===== config.mk =====
export PLATFORM = sky130hd
export DESIGN_NAME = motor_can_command_frame_packer
export DESIGN_NICKNAME = d
export VERILOG_FILES = /design/src/hw/rtl/mccfp_pkg.sv /design/src/hw/rtl/mccfp_lane.sv /design/src/hw/rtl/mccfp_merge.sv /design/src/hw/rtl/motor_can_command_frame_packer.sv
export SDC_FILE = /design/constraint.sdc
export NUM_CORES = 1
export LEC_CHECK = 0
export ABC_AREA = 1
export BUFFER_PORTS_ARGS = -buffer_cell sky130_fd_sc_hd__buf_4
export CORE_ASPECT_RATIO = 1.1
export CORE_MARGIN = 2
export CORE_UTILIZATION = 60
export DETAILED_ROUTE_END_ITERATION = 7
export PLACE_DENSITY = 0.8
export SLEW_MARGIN = 20
export SYNTH_ARGS = -nofsm -noshare
export SYNTH_HDL_FRONTEND = slang
export SYNTH_SLANG_ARGS = --single-unit

===== constraint.sdc =====
create_clock -name clk -period 6 [get_ports clk]
set_clock_uncertainty 0.15 [all_clocks]
set_input_delay 0.3 -clock clk [delete_from_list [all_inputs] [get_ports clk]]
set_output_delay 0.3 -clock clk [all_outputs]
set_load 0.01 [all_outputs]

===== src/hw/rtl/mccfp_pkg.sv =====
// Shared types, constants and helpers for the motor CAN command frame packer.
// No dependencies.
package mccfp_pkg;

  localparam logic signed [15:0] VOLT_LIMIT = 16'sd25000;
  localparam logic signed [15:0] CURR_LIMIT = 16'sd16384;
  localparam logic [10:0] ID_LOW  = 11'h200;
  localparam logic [10:0] ID_MID  = 11'h1FF;
  localparam logic [10:0] ID_HIGH = 11'h2FF;

  typedef enum logic [1:0] {
    GRP_LOW,
    GRP_MID,
    GRP_HIGH
  } grp_t;

  typedef logic [3:0][15:0] frame_t;

  typedef struct packed {
    logic        wr;
    logic        emit;
    grp_t        grp;
    logic [1:0]  slot;
    logic [15:0] value;
  } lane_op_t;

  function automatic logic [10:0] id_of(grp_t g);
    logic [10:0] id;
    unique case (g)
      GRP_LOW:  id = ID_LOW;
      GRP_MID:  id = ID_MID;
      GRP_HIGH: id = ID_HIGH;
      default:  id = ID_MID;
    endcase
    return id;
  endfunction

endpackage


===== src/hw/rtl/mccfp_lane.sv =====
// One command lane: clamps a motor value and maps the motor number to a group and slot.
// Depends on mccfp_pkg.
module mccfp_lane (
  input  logic               en,
  input  logic               volt,
  input  logic               emit_en,
  input  logic [3:0]         motor,
  input  logic signed [15:0] value,
  output mccfp_pkg::lane_op_t op
);
  import mccfp_pkg::*;

  logic signed [15:0] lim;
  logic signed [15:0] clamped;
  logic               hit;
  grp_t               grp;

  always_comb begin
    lim = volt ? VOLT_LIMIT : CURR_LIMIT;
    if (value >= lim) begin
      clamped = lim;
    end else if (value <= -lim) begin
      clamped = -lim;
    end else begin
      clamped = value;
    end

    hit = 1'b0;
    grp = GRP_MID;
    if (motor >= 4'd1 && motor <= 4'd4) begin
      hit = 1'b1;
      grp = volt ? GRP_MID : GRP_LOW;
    end else if (motor >= 4'd5 && motor <= 4'd7) begin
      hit = 1'b1;
      grp = volt ? GRP_HIGH : GRP_MID;
    end else if (motor == 4'd8 && !volt) begin
      hit = 1'b1;
      grp = GRP_MID;
    end

    op.wr    = en && hit;
    op.emit  = en && hit && emit_en;
    op.grp   = grp;
    op.slot  = motor[1:0] - 2'd1;
    op.value = clamped;
  end

endmodule


===== src/hw/rtl/mccfp_merge.sv =====
// Merge stage: holds the three group frames, applies the two lane ops in order
// and emits frames through an output register. Depends on mccfp_pkg.
module mccfp_merge (
  input  logic                clk,
  input  logic                rst,
  input  logic                in_valid,
  output logic                in_ready,
  input  mccfp_pkg::lane_op_t op0,
  input  mccfp_pkg::lane_op_t op1,
  output logic                out_valid,
  input  logic                out_ready,
  output logic [10:0]         frame_id,
  output logic [15:0]         slot_word_0,
  output logic [15:0]         slot_word_1,
  output logic [15:0]         slot_word_2,
  output logic [15:0]         slot_word_3,
  output logic                last_frame
);
  import mccfp_pkg::*;

  lane_op_t [1:0] job;
  logic           job_valid;
  logic           step;
  frame_t         frame_low;
  frame_t         frame_mid;
  frame_t         frame_high;

  lane_op_t op;
  frame_t   cur;
  frame_t   upd;
  logic     advance;
  logic     push;
  logic     accept;

  always_comb begin
    op = job[step];
    unique case (op.grp)
      GRP_LOW:  cur = frame_low;
      GRP_MID:  cur = frame_mid;
      GRP_HIGH: cur = frame_high;
      default:  cur = frame_mid;
    endcase
    upd = cur;
    upd[op.slot] = op.value;
    advance  = job_valid && (!op.emit || !out_valid || out_ready);
    push     = advance && op.emit;
    in_ready = !job_valid || (step && advance);
    accept   = in_valid && in_ready;
  end

  always_ff @(posedge clk) begin
    if (rst) begin
      job_valid  <= 1'b0;
      step       <= 1'b0;
      out_valid  <= 1'b0;
      frame_low  <= '0;
      frame_mid  <= '0;
      frame_high <= '0;
    end else begin
      if (accept) begin
        job       <= {op1, op0};
        job_valid <= 1'b1;
        step      <= 1'b0;
      end else if (advance) begin
        if (step) begin
          job_valid <= 1'b0;
        end else begin
          step <= 1'b1;
        end
      end

      if (advance && op.wr) begin
        unique case (op.grp)
          GRP_LOW:  frame_low  <= upd;
          GRP_MID:  frame_mid  <= upd;
          GRP_HIGH: frame_high <= upd;
          default:  frame_mid  <= upd;
        endcase
      end

      if (push) begin
        out_valid <= 1'b1;
      end else if (out_ready) begin
        out_valid <= 1'b0;
      end
    end
  end

  always_ff @(posedge clk) begin
    if (push) begin
      frame_id    <= id_of(op.grp);
      slot_word_0 <= upd[0];
      slot_word_1 <= upd[1];
      slot_word_2 <= upd[2];
      slot_word_3 <= upd[3];
      last_frame  <= step || !job[1].emit;
    end
  end

  a_idle_no_push: assert property (@(posedge clk) disable iff (rst)
    !job_valid |-> !push) else $error("push without job");
  a_accept_step0: assert property (@(posedge clk) disable iff (rst)
    accept |=> job_valid && !step) else $error("job not loaded at step 0");
  a_job_done: assert property (@(posedge clk) disable iff (rst)
    job_valid && step && advance && !accept |=> !job_valid) else $error("job not retired");
  a_push_valid: assert property (@(posedge clk) disable iff (rst)
    push |=> out_valid) else $error("pushed word lost");

endmodule


===== src/hw/rtl/motor_can_command_frame_packer.sv =====
// Motor CAN command frame packer: an accepted command word is decoded by two lanes
// (one per motor) and applied to the stored group frames in the merge stage, which
// applies the two lane ops in turn and can take the next command word while the second
// is applied; each emitted frame (0, 1 or 2 per command) leaves through an output
// register, one word per cycle while out_ready is high. motor_type resets to current type.
// Depends on mccfp_pkg, mccfp_lane and mccfp_merge.
module motor_can_command_frame_packer (
  input  logic               clk,
  input  logic               rst,
  input  logic               motor_type_we,
  input  logic               motor_type_wdata,
  input  logic               in_valid,
  output logic               in_ready,
  input  logic               command,
  input  logic [3:0]         first_motor,
  input  logic signed [15:0] first_value,
  input  logic [3:0]         second_motor,
  input  logic signed [15:0] second_value,
  output logic               out_valid,
  input  logic               out_ready,
  output logic [10:0]        frame_id,
  output logic [15:0]        slot_word_0,
  output logic [15:0]        slot_word_1,
  output logic [15:0]        slot_word_2,
  output logic [15:0]        slot_word_3,
  output logic               last_frame
);
  import mccfp_pkg::*;

  logic     motor_type;
  logic     pair_same;
  logic     volt;
  lane_op_t op0;
  lane_op_t op1;

  always_ff @(posedge clk) begin
    if (rst) begin
      motor_type <= 1'b1;
    end else if (motor_type_we) begin
      motor_type <= motor_type_wdata;
    end
  end

  // two-motor pair with both motors in 1-4 or both in 5-7 always uses voltage mapping and emits once
  always_comb begin
    pair_same = command &&
      ((first_motor >= 4'd1 && first_motor <= 4'd4 &&
        second_motor >= 4'd1 && second_motor <= 4'd4) ||
       (first_motor >= 4'd5 && first_motor <= 4'd7 &&
        second_motor >= 4'd5 && second_motor <= 4'd7));
    volt = pair_same || !motor_type;
  end

  mccfp_lane u_lane0 (
    .en      (1'b1),
    .volt    (volt),
    .emit_en (!pair_same),
    .motor   (first_motor),
    .value   (first_value),
    .op      (op0)
  );

  mccfp_lane u_lane1 (
    .en      (command),
    .volt    (volt),
    .emit_en (1'b1),
    .motor   (second_motor),
    .value   (second_value),
    .op      (op1)
  );

  mccfp_merge u_merge (
    .clk         (clk),
    .rst         (rst),
    .in_valid    (in_valid),
    .in_ready    (in_ready),
    .op0         (op0),
    .op1         (op1),
    .out_valid   (out_valid),
    .out_ready   (out_ready),
    .frame_id    (frame_id),
    .slot_word_0 (slot_word_0),
    .slot_word_1 (slot_word_1),
    .slot_word_2 (slot_word_2),
    .slot_word_3 (slot_word_3),
    .last_frame  (last_frame)
  );

endmodule

==> results of run 1 <==
==> per-stage QoR <==
step | util [%] | power (mW) | instance area, um2 | hold slack (ns) | setup WS, ns
after floorplan | - | 2.751 | 13820 | 0.2191 | 1.435
after global placement | 64.22 | 2.929 | 14590 | 0.3335 | 1.872
after detailed placement | 64.22 | 2.947 | 14590 | 0.3328 | 1.708
after CTS | 69.16 | 4.788 | 15710 | 0.0005959 | 1.725
after global routing | 69.19 | 4.958 | 15720 | 0.01624 | 1.123
final | 69.19 | 4.783 | 15720 | 0.01701 | 1.624
==> registers in the layout (all words and copies together), names as in the netlist <==
signal,cells
u_merge.frame_id,3
u_merge.slot_word_1,16
u_merge.slot_word_0,16
u_merge.step,1
u_merge.slot_word_2,16
u_merge.slot_word_3,16
u_merge.frame_high,64
u_merge.job_valid,1
u_merge.last_frame,1
motor_type,1
u_merge.frame_mid,64
u_merge.out_valid,1
u_merge.frame_low,64
u_merge.job,43
==> placed cells by master (no fill, tap or decap), drive strengths merged, types with 9 or more instances in the layout <==
| cell | n |
|---|---|
| dfxtp | 196 |
| a21oi | 220 |
| clkinv | 13 |
| o22ai | 41 |
| o21ai | 235 |
| nand4 | 9 |
| or2 | 11 |
| buf | 135 |
| edfxtp | 111 |
| nand2 | 465 |
| inv | 157 |
| dlygate4sd3 | 15 |
| nor3 | 15 |
| nand3 | 32 |
| nor2 | 43 |
| clkbuf | 36 |
| ha | 30 |
==> where the power goes <==
group / switching, mW / internal, mW
sequential: 0.0391 / 2.27
clock: 0.790 / 1.07
combinational: 0.417 / 0.197
total: 1.25 / 3.54
==> per-layer routing <==
metal,vias up,GRT usage [%],wire [um]
met1,5443,35.76,14090
met4,0,10.43,1183
met5,-,0,0
met3,75,3.324,2173
li1,5736,-,-
met2,426,46.70,16050
==> area by class of cell <==
type	count	area, um2
inverters	159	598.1
clock inverters	17	181.4
flip-flops and latches	307	7257
fillers	1800	6998
clock buffers	36	792.0
well taps	300	375.4
multi-input cells	1110	5333
repair buffers	150	1180
==> critical path, delay by kind of cell <==
family / cells / cell delay (ns)
simple gates: 10 / 1.62
compound gates: 2 / 0.51
buf+inv: 6 / 1.43
fa+ha+maj: 2 / 0.65
==> worst paths after layout <==
path	startpoint	to	slack, ns	cells past startpoint
hold reg to reg	u_merge.frame_mid[38]	u_merge.frame_mid[38]	0.37	2
setup / recovery	first_motor[0]	u_merge.job[14]	1.62	20
setup reg to reg	u_merge.step	u_merge.frame_mid[29]	2.03	10
hold / removal	command	u_merge.job[43]	0.02	2
==> Yosys cell counts, drive strengths merged <==
library cell    n  area share [%]
nand2         465              13
o21ai         235             8.6
a21oi         220             8.0
dfxtp         196              28
inv           157             4.3
edfxtp        111              24
buf            85             4.0
nor2           43             1.2
o22ai          41             2.2
nand3          32             1.2
ha             30             2.7
clkbuf         25            0.68
nor3           15            0.54
or2            11            0.50
nand4           9            0.41
o21a            4            0.22
a21boi          2            0.11
clkinv          2           0.054
and3            1           0.045
conb            1           0.027
nand3b          1           0.054
==> cell families after synthesis <==
family,Yosys count,share of synthesized area (%)
other,1,0.02714
AOI/OAI and AO/OA,502,19.16
adders and majority gates,30,2.716
DFF,307,52.51
buffers and inverters,269,8.954
and+or+nand+nor,577,16.63
==> key figures, run 1 <==
Critical path
  • Worst Setup Start Kind: input pin
  • Critical Path AT: around 4.5 ns
  • Critical path peak fanout: 24
  • Worst setup EP type: flip-flop
  • Slowest stage cell on the critical path: dlygate4sd3_1
  • CP most frequent cell: nand2_1
  • Worst EP required: 6.14 ns
  • Crit Path Class: input pin to flip-flop
  • Slowest stage delay, CP: 0.55 ns
  • CP Cell Sequence: dlygate4sd3_1, buf_4, inv_1, ha_1, inv_1, o21ai_0, nand2_1, nand2_1, nand2_1, nand2_1, inv_1, ha_1, nand2_1, inv_1, nand3_1, nor2_1, nand4_1, nand2_1, nand2_1, o21a_1

Placement
  • IO buf count: approximately 120
  • DPL Wire Length: 20.87 mm
  • Placed Cells: 2011
  • Placer Congestion: between 0.9 and 1

Global routing
  • Initial antenna violation count: 0
  • GRT overflow: 0
  • Vias in the first global route: around 11k
  • GRT Util Overall: 27.35%
  • Global-route wire length before repair: between 50 and 60 mm
  • Largest net degree at the start of global routing: 140

Logic synthesis
  • Yosys cell types: 30
  • Yosys warns: 0
  • Syn Inst Count: 1686
  • Netlist Area Pre-Place: ~14000 um2
  • Register area share after synthesis: around 53%
  • Mapped Avg Cell Area: 8.197 um2
  • Mapped Nets: 1763
  • Seq cells post-synth: approximately 310

Clock tree
  • Clock Latency Late Sink: 0.54 ns
  • CTS Sinks: 307
  • Max clock buf depth: 3
  • Cts-stage hold buffer count: 15
  • CTS tree: done
  • Root Buffer Master: clkbuf_16
  • CTS buffer count: 29
  • CTS clk-pin slew, worst paths: 0.07 ns
  • Post-cts resize count: 0
  • H-tree depth: 1
  • Number of setup buffers added after CTS: 0

Timing
  • Max transition margin: 25.50%
  • Tcrit/Tclk final: 72.93%
  • RSZ-0062 raised after global routing: false
  • Fmax: 228.5 MHz
  • Worst Tran Pin Value: 1.115 ns
  • Endpoints failing setup: 0
  • Crit path time final: roughly 4.4 ns
  • Final Hold Vio Count: 0
  • Total negative setup slack: 0 ns
  • Slew Limit Fails: 0

Finish
  • Share of layout cells above drive strength 1: 12.48%
  • Number of diodes: 0
  • Post-route insts no fill: 2079
  • Final nets: 1834
  • Layout area overhead: 13.73%

Routing
  • Pre-antenna DRT Iters: 6
  • DRT iter0 DRCs: 983
  • Post-DR wirelength/cell: 16.11 um
  • Residual DRC: 0
  • Post-route ant nets: 0
  • Drt via density: roughly 5.6
  • Routed WL: about 34 mm
  • Vias: approximately 12k

Power and ir drop
  • Pwr/cell area: 304.3 nW/um2
  • Leakage: 7.288 nW
  • Peak VDD IR: 176.0 uV

Floorplanning
  • Core footprint: 22710 um2
  • Initial Utilization: about three fifths
  • I/O pins: around 130
  • Width of the die: 148.7 um
  • Die area: 24260 um2
  • Row count: 58
  • Chip height: approximately 160 um

Run
  • Maximum capacitance violations: 0

Status
  • Run status: finished clean

Hold path
  • Worst hold path class: input pin to flip-flop
Note: power is estimated with default switching activity, not from simulation.
==> run 2: changes to the inputs <==
--- a/config.mk
+++ b/config.mk
@@ -5,11 +5,11 @@
 export SDC_FILE = /design/constraint.sdc
 export NUM_CORES = 1
 export LEC_CHECK = 0
-export ABC_AREA = 1
+export ABC_AREA = 0
 export BUFFER_PORTS_ARGS = -buffer_cell sky130_fd_sc_hd__buf_4
 export CORE_ASPECT_RATIO = 1.1
 export CORE_MARGIN = 2
-export CORE_UTILIZATION = 60
+export CORE_UTILIZATION = 59
 export DETAILED_ROUTE_END_ITERATION = 7
 export PLACE_DENSITY = 0.8
 export SLEW_MARGIN = 20
==> constraint.sdc (replaced) <==
create_clock -name clk -period 4.3 [get_ports clk]
set_clock_uncertainty 0.15 [all_clocks]
set_input_delay 0.215 -clock clk [delete_from_list [all_inputs] [get_ports clk]]
set_output_delay 0.215 -clock clk [all_outputs]
set_load 0.01 [all_outputs]
==> key figures, run 2 <==
Clock tree
  • CTS clk-pin slew, worst paths: 0.06 ns (about the same)
  • CTS tree: done
  • Max clock buf depth: 3 (unchanged)
  • Number of setup buffers added after CTS: 0 (unchanged)
  • H-tree depth: 1 (unchanged)
  • Clock Latency Late Sink: 0.55 ns (about the same)
  • Root Buffer Master: clkbuf_16
  • CTS buffer count: 29 (unchanged)
  • CTS Sinks: 307 (unchanged)

Logic synthesis
  • Async SR Flop Fraction: 0% (unchanged)
  • Adder-cell share of the synthesized area: 3.014% (+0.30 points)
  • Seq cells post-synth: 307 (unchanged)
  • Compound-cell area share of the yosys netlist: 23.48% (+4.3 points)
  • Synth top area share: 31.51% (+3.1 points)
  • Post-Synth XOR/XNOR Area: 0% (unchanged)
  • Post-synth top area cell: dfxtp_1
  • Mapped Avg Cell Area: 13.20 um2 (+61%)
  • Mux contribution to synthesized area: 7.014% (+7.0 points)
  • Mapped Nets: 1020 (-42%)
  • Post-Synth Simple-Gate Area: 3.658% (-13 points)
  • Yosys cell types: 60 (+100%)
  • Ys flop type: dfxtp_1
  • Syn Inst Count: 943 (-44%)
  • Commonest cells in the netlist: dfxtp_1 (196), a22o_1 (192), edfxtp_1 (111)
  • Yosys warns: 0 (unchanged)
  • Top cells by area, synth: dfxtp_1 (32%), edfxtp_1 (27%), a22o_1 (14%)
  • Netlist Area Pre-Place: 12450 um2 (-9.9%)
  • Combinational family with the most area after synthesis: compound AO/OA/AOI/OAI gates
  • Register area share after synthesis: 58.28% (+5.8 points)
  • Number of flops mapped to enable cells by yosys: 111 (unchanged)
  • Most common cell in the netlist: dfxtp_1

Timing
  • Endpoints failing setup: 0 (unchanged)
  • Tcrit/Tclk final: 89.39%
  • Slew Limit Fails: 0 (unchanged)
  • Worst Tran Pin Value: 1.210 ns (+0.09492 ns)
  • Crit path time final: 3.844 ns
  • RSZ-0062 raised after global routing: false
  • Max transition margin: 17.05% (-8.5 points)
  • Final Hold Vio Count: 0 (unchanged)
  • Fmax: between 200 and 300 MHz
  • Total negative setup slack: 0 ns (unchanged)

Routing
  • Post-route ant nets: 0 (unchanged)
  • Pre-antenna DRT Iters: 8 (+2)
  • Residual DRC: 2 (+2)
  • Vias: 9067 (-22%)
  • Routed WL: 31.63 mm (-5.6%)
  • Drt via density: 6.647 (+18%)
  • DRT iter0 DRCs: 1175 (+20%)
  • Post-DR wirelength/cell: 23.19 um (+44%)

Floorplanning
  • Row count: 55 (-5.2%)
  • Width of the die: 142.5 um (-4.2%)
  • I/O pins: 125 (unchanged)
  • Die area: 22280 um2 (-8.2%)
  • Chip height: 156.4 um (-4.2%)
  • Core footprint: 20640 um2 (-9.1%)
  • Initial Utilization: 60.32% (-0.53 points)

Hold path
  • Min-delay src: first_motor[1]
  • Worst hold path class: input pin to flip-flop
  • Worst hold path depth: 4 (+2)
  • Hold Path Sink: u_merge.job[17]

Global routing
  • Vias in the first global route: 8996 (-18%)
  • GRT overflow: 0 (unchanged)
  • Initial antenna violation count: 0 (unchanged)
  • Largest net degree at the start of global routing: 65 (-54%)
  • GRT Util Overall: 27.88% (+0.53 points)
  • Global-route wire length before repair: 49.08 mm (-9.5%)

Power and ir drop
  • Pwr/cell area: 432.6 nW/um2 (+42%)
  • Tot Pwr: 6.469 mW (+35%)
  • Leakage: 5.868 nW (-19%)
  • Peak VDD IR: 280.5 uV (+59%)

Finish
  • Biggest regs: u_merge.frame_high: 64 flops, u_merge.frame_low: 64 flops, u_merge.frame_mid: 64 flops
  • Final nets: 1161 (-37%)
  • Layout area overhead: 20.11%
  • Commonest non-fill, non-tap cell in the layout: dfxtp_1
  • Share of layout cells above drive strength 1: 20.42% (+7.9 points)
  • Commonest non-fill, non-tap cells in the layout: dfxtp_1 (196), a22o_1 (192), buf_4 (143), edfxtp_1 (111), mux2i_1 (71)

Critical path
  • Critical Path AT: 3.97 ns (-0.55 ns)
  • Critical path peak fanout: 12 (-50%)
  • Worst Setup Start Kind: input pin
  • Worst EP required: 4.43 ns (-1.71 ns)
  • R2r endpoint: u_merge.frame_mid[43]
  • Worst R2R Path Depth: 6 (-4)
  • Crit Path Class: input pin to flip-flop
  • Reg2Reg Setup Slack: 1.21 ns (-0.82 ns)
  • Worst setup EP type: flip-flop
  • FF-to-FF Start: u_merge.step

Placement
  • IO buf count: 123 (unchanged)
  • DPL Wire Length: 17.88 mm (-14%)
  • Placer Congestion: 0.8256 (-10%)

Run
  • Maximum capacitance violations: 0 (unchanged)

Status
  • Run status: complete, but fails checks
  • Failing checks: design-rule violations
[run 2: cell types whose count changed after synthesis, moves of 25 or more]
cell,previous run,this run
a21oi_1,219,19
a222oi_1,0,64
a22o_1,0,192
inv_1,151,28
mux2i_1,0,71
nand2_1,462,12
nand3_1,30,5
nor2_1,43,14
o21ai_0,184,8
o21ai_1,49,3
o22ai_1,33,0
[run 2: repair_timing]
action                                 in CTS  in global routing
hold buffers                               46                  0
setup endpoints to repair                   0                  1
endpoints found under the hold margin      43                  0
gates resized for setup                     0                  1
[run 2: where the power goes]
group,internal [mW],total (mW),switching (mW)
registers,3.10,3.14,0.0339
logic,0.255,0.689,0.434
clock network,1.56,2.64,1.09
[run 2: logic make-up (layout without fill, tap and decap cells)]
kind of cell / after synthesis / after routing
other: 1 / 2
adder cells (fa/ha/maj): 30 / 30
buffers and inverters: 109 / 273
AND/OR/NAND/NOR: 80 / 80
flip-flops: 307 / 307
multiplexers: 83 / 83
AO/OA/AOI/OAI: 333 / 333
[run 2: per-stage QoR]
step | setup slack, ns | util, % | hold slack, ns | instances | instance area [um2]
4_1_cts | 0.3770 | 72.42 | 0.07324 | 1363 | 14950
3_3_place_gp | 0.6016 | 65.33 | 0.2789 | 1263 | 13490
3_5_place_dp | 0.4035 | 65.33 | 0.2865 | 1263 | 13490
5_1_grt | 0.1432 | 72.43 | 0.1083 | 1363 | 14950
6_report | 0.4563 | 72.44 | 0.09236 | 1364 | 14960
2_1_floorplan | 0.7912 | - | 0.1829 | 943 | 12460
[run 2: area by class of cell]
| cell class | instances | area (um2) |
|---|---|---|
| Antenna cell | 1 | 2.502 |
| Clock buffer | 37 | 838.3 |
| Clock inverter | 17 | 165.2 |
| Fill cell | 1358 | 5689 |
| Inverter | 29 | 108.9 |
| Multi-Input combinational cell | 527 | 4710 |
| Sequential cell | 307 | 7257 |
| Tap cell | 256 | 320.3 |
| Timing Repair Buffer | 190 | 1554 |
[run 2: worst max-delay path by stage]
stage                     cells after the start             from             end  slack (ns)
after floorplan                               4     u_merge.step  u_merge.job[0]        0.79
after global placement                       15  second_motor[1]  u_merge.job[3]        0.60
after global routing                         16   first_motor[0]  u_merge.job[3]        0.14
after detailed placement                     15  second_motor[1]  u_merge.job[3]        0.40
final                                        16   first_motor[0]  u_merge.job[3]        0.46
after CTS                                    16   first_motor[0]  u_merge.job[3]        0.38
[run 2: worst max-delay path, cell delays in order]
cell           delay (ns)
dlygate4sd3_1        0.55
buf_4                0.14
inv_1                0.11
ha_1                 0.22
nor2b_1              0.08
a311oi_1             0.33
a32oi_1              0.12
o21a_2               0.32
buf_4                0.22
ha_1                 0.29
nand3b_1             0.08
o311ai_0             0.31
a211oi_1             0.15
a31o_2               0.31
nor2_1               0.39
mux2i_1              0.14
[run 2: routing by layer]
| layer | up-vias | wire, um | global-route usage, % |
|---|---|---|---|
| met1 | 4442 | 12990 | 36.96 |
| met5 | - | 0 | 0 |
| met4 | 0 | 953 | 11.41 |
| met3 | 70 | 2465 | 3.947 |
| met2 | 490 | 15220 | 46.25 |
| li1 | 4065 | - | - |
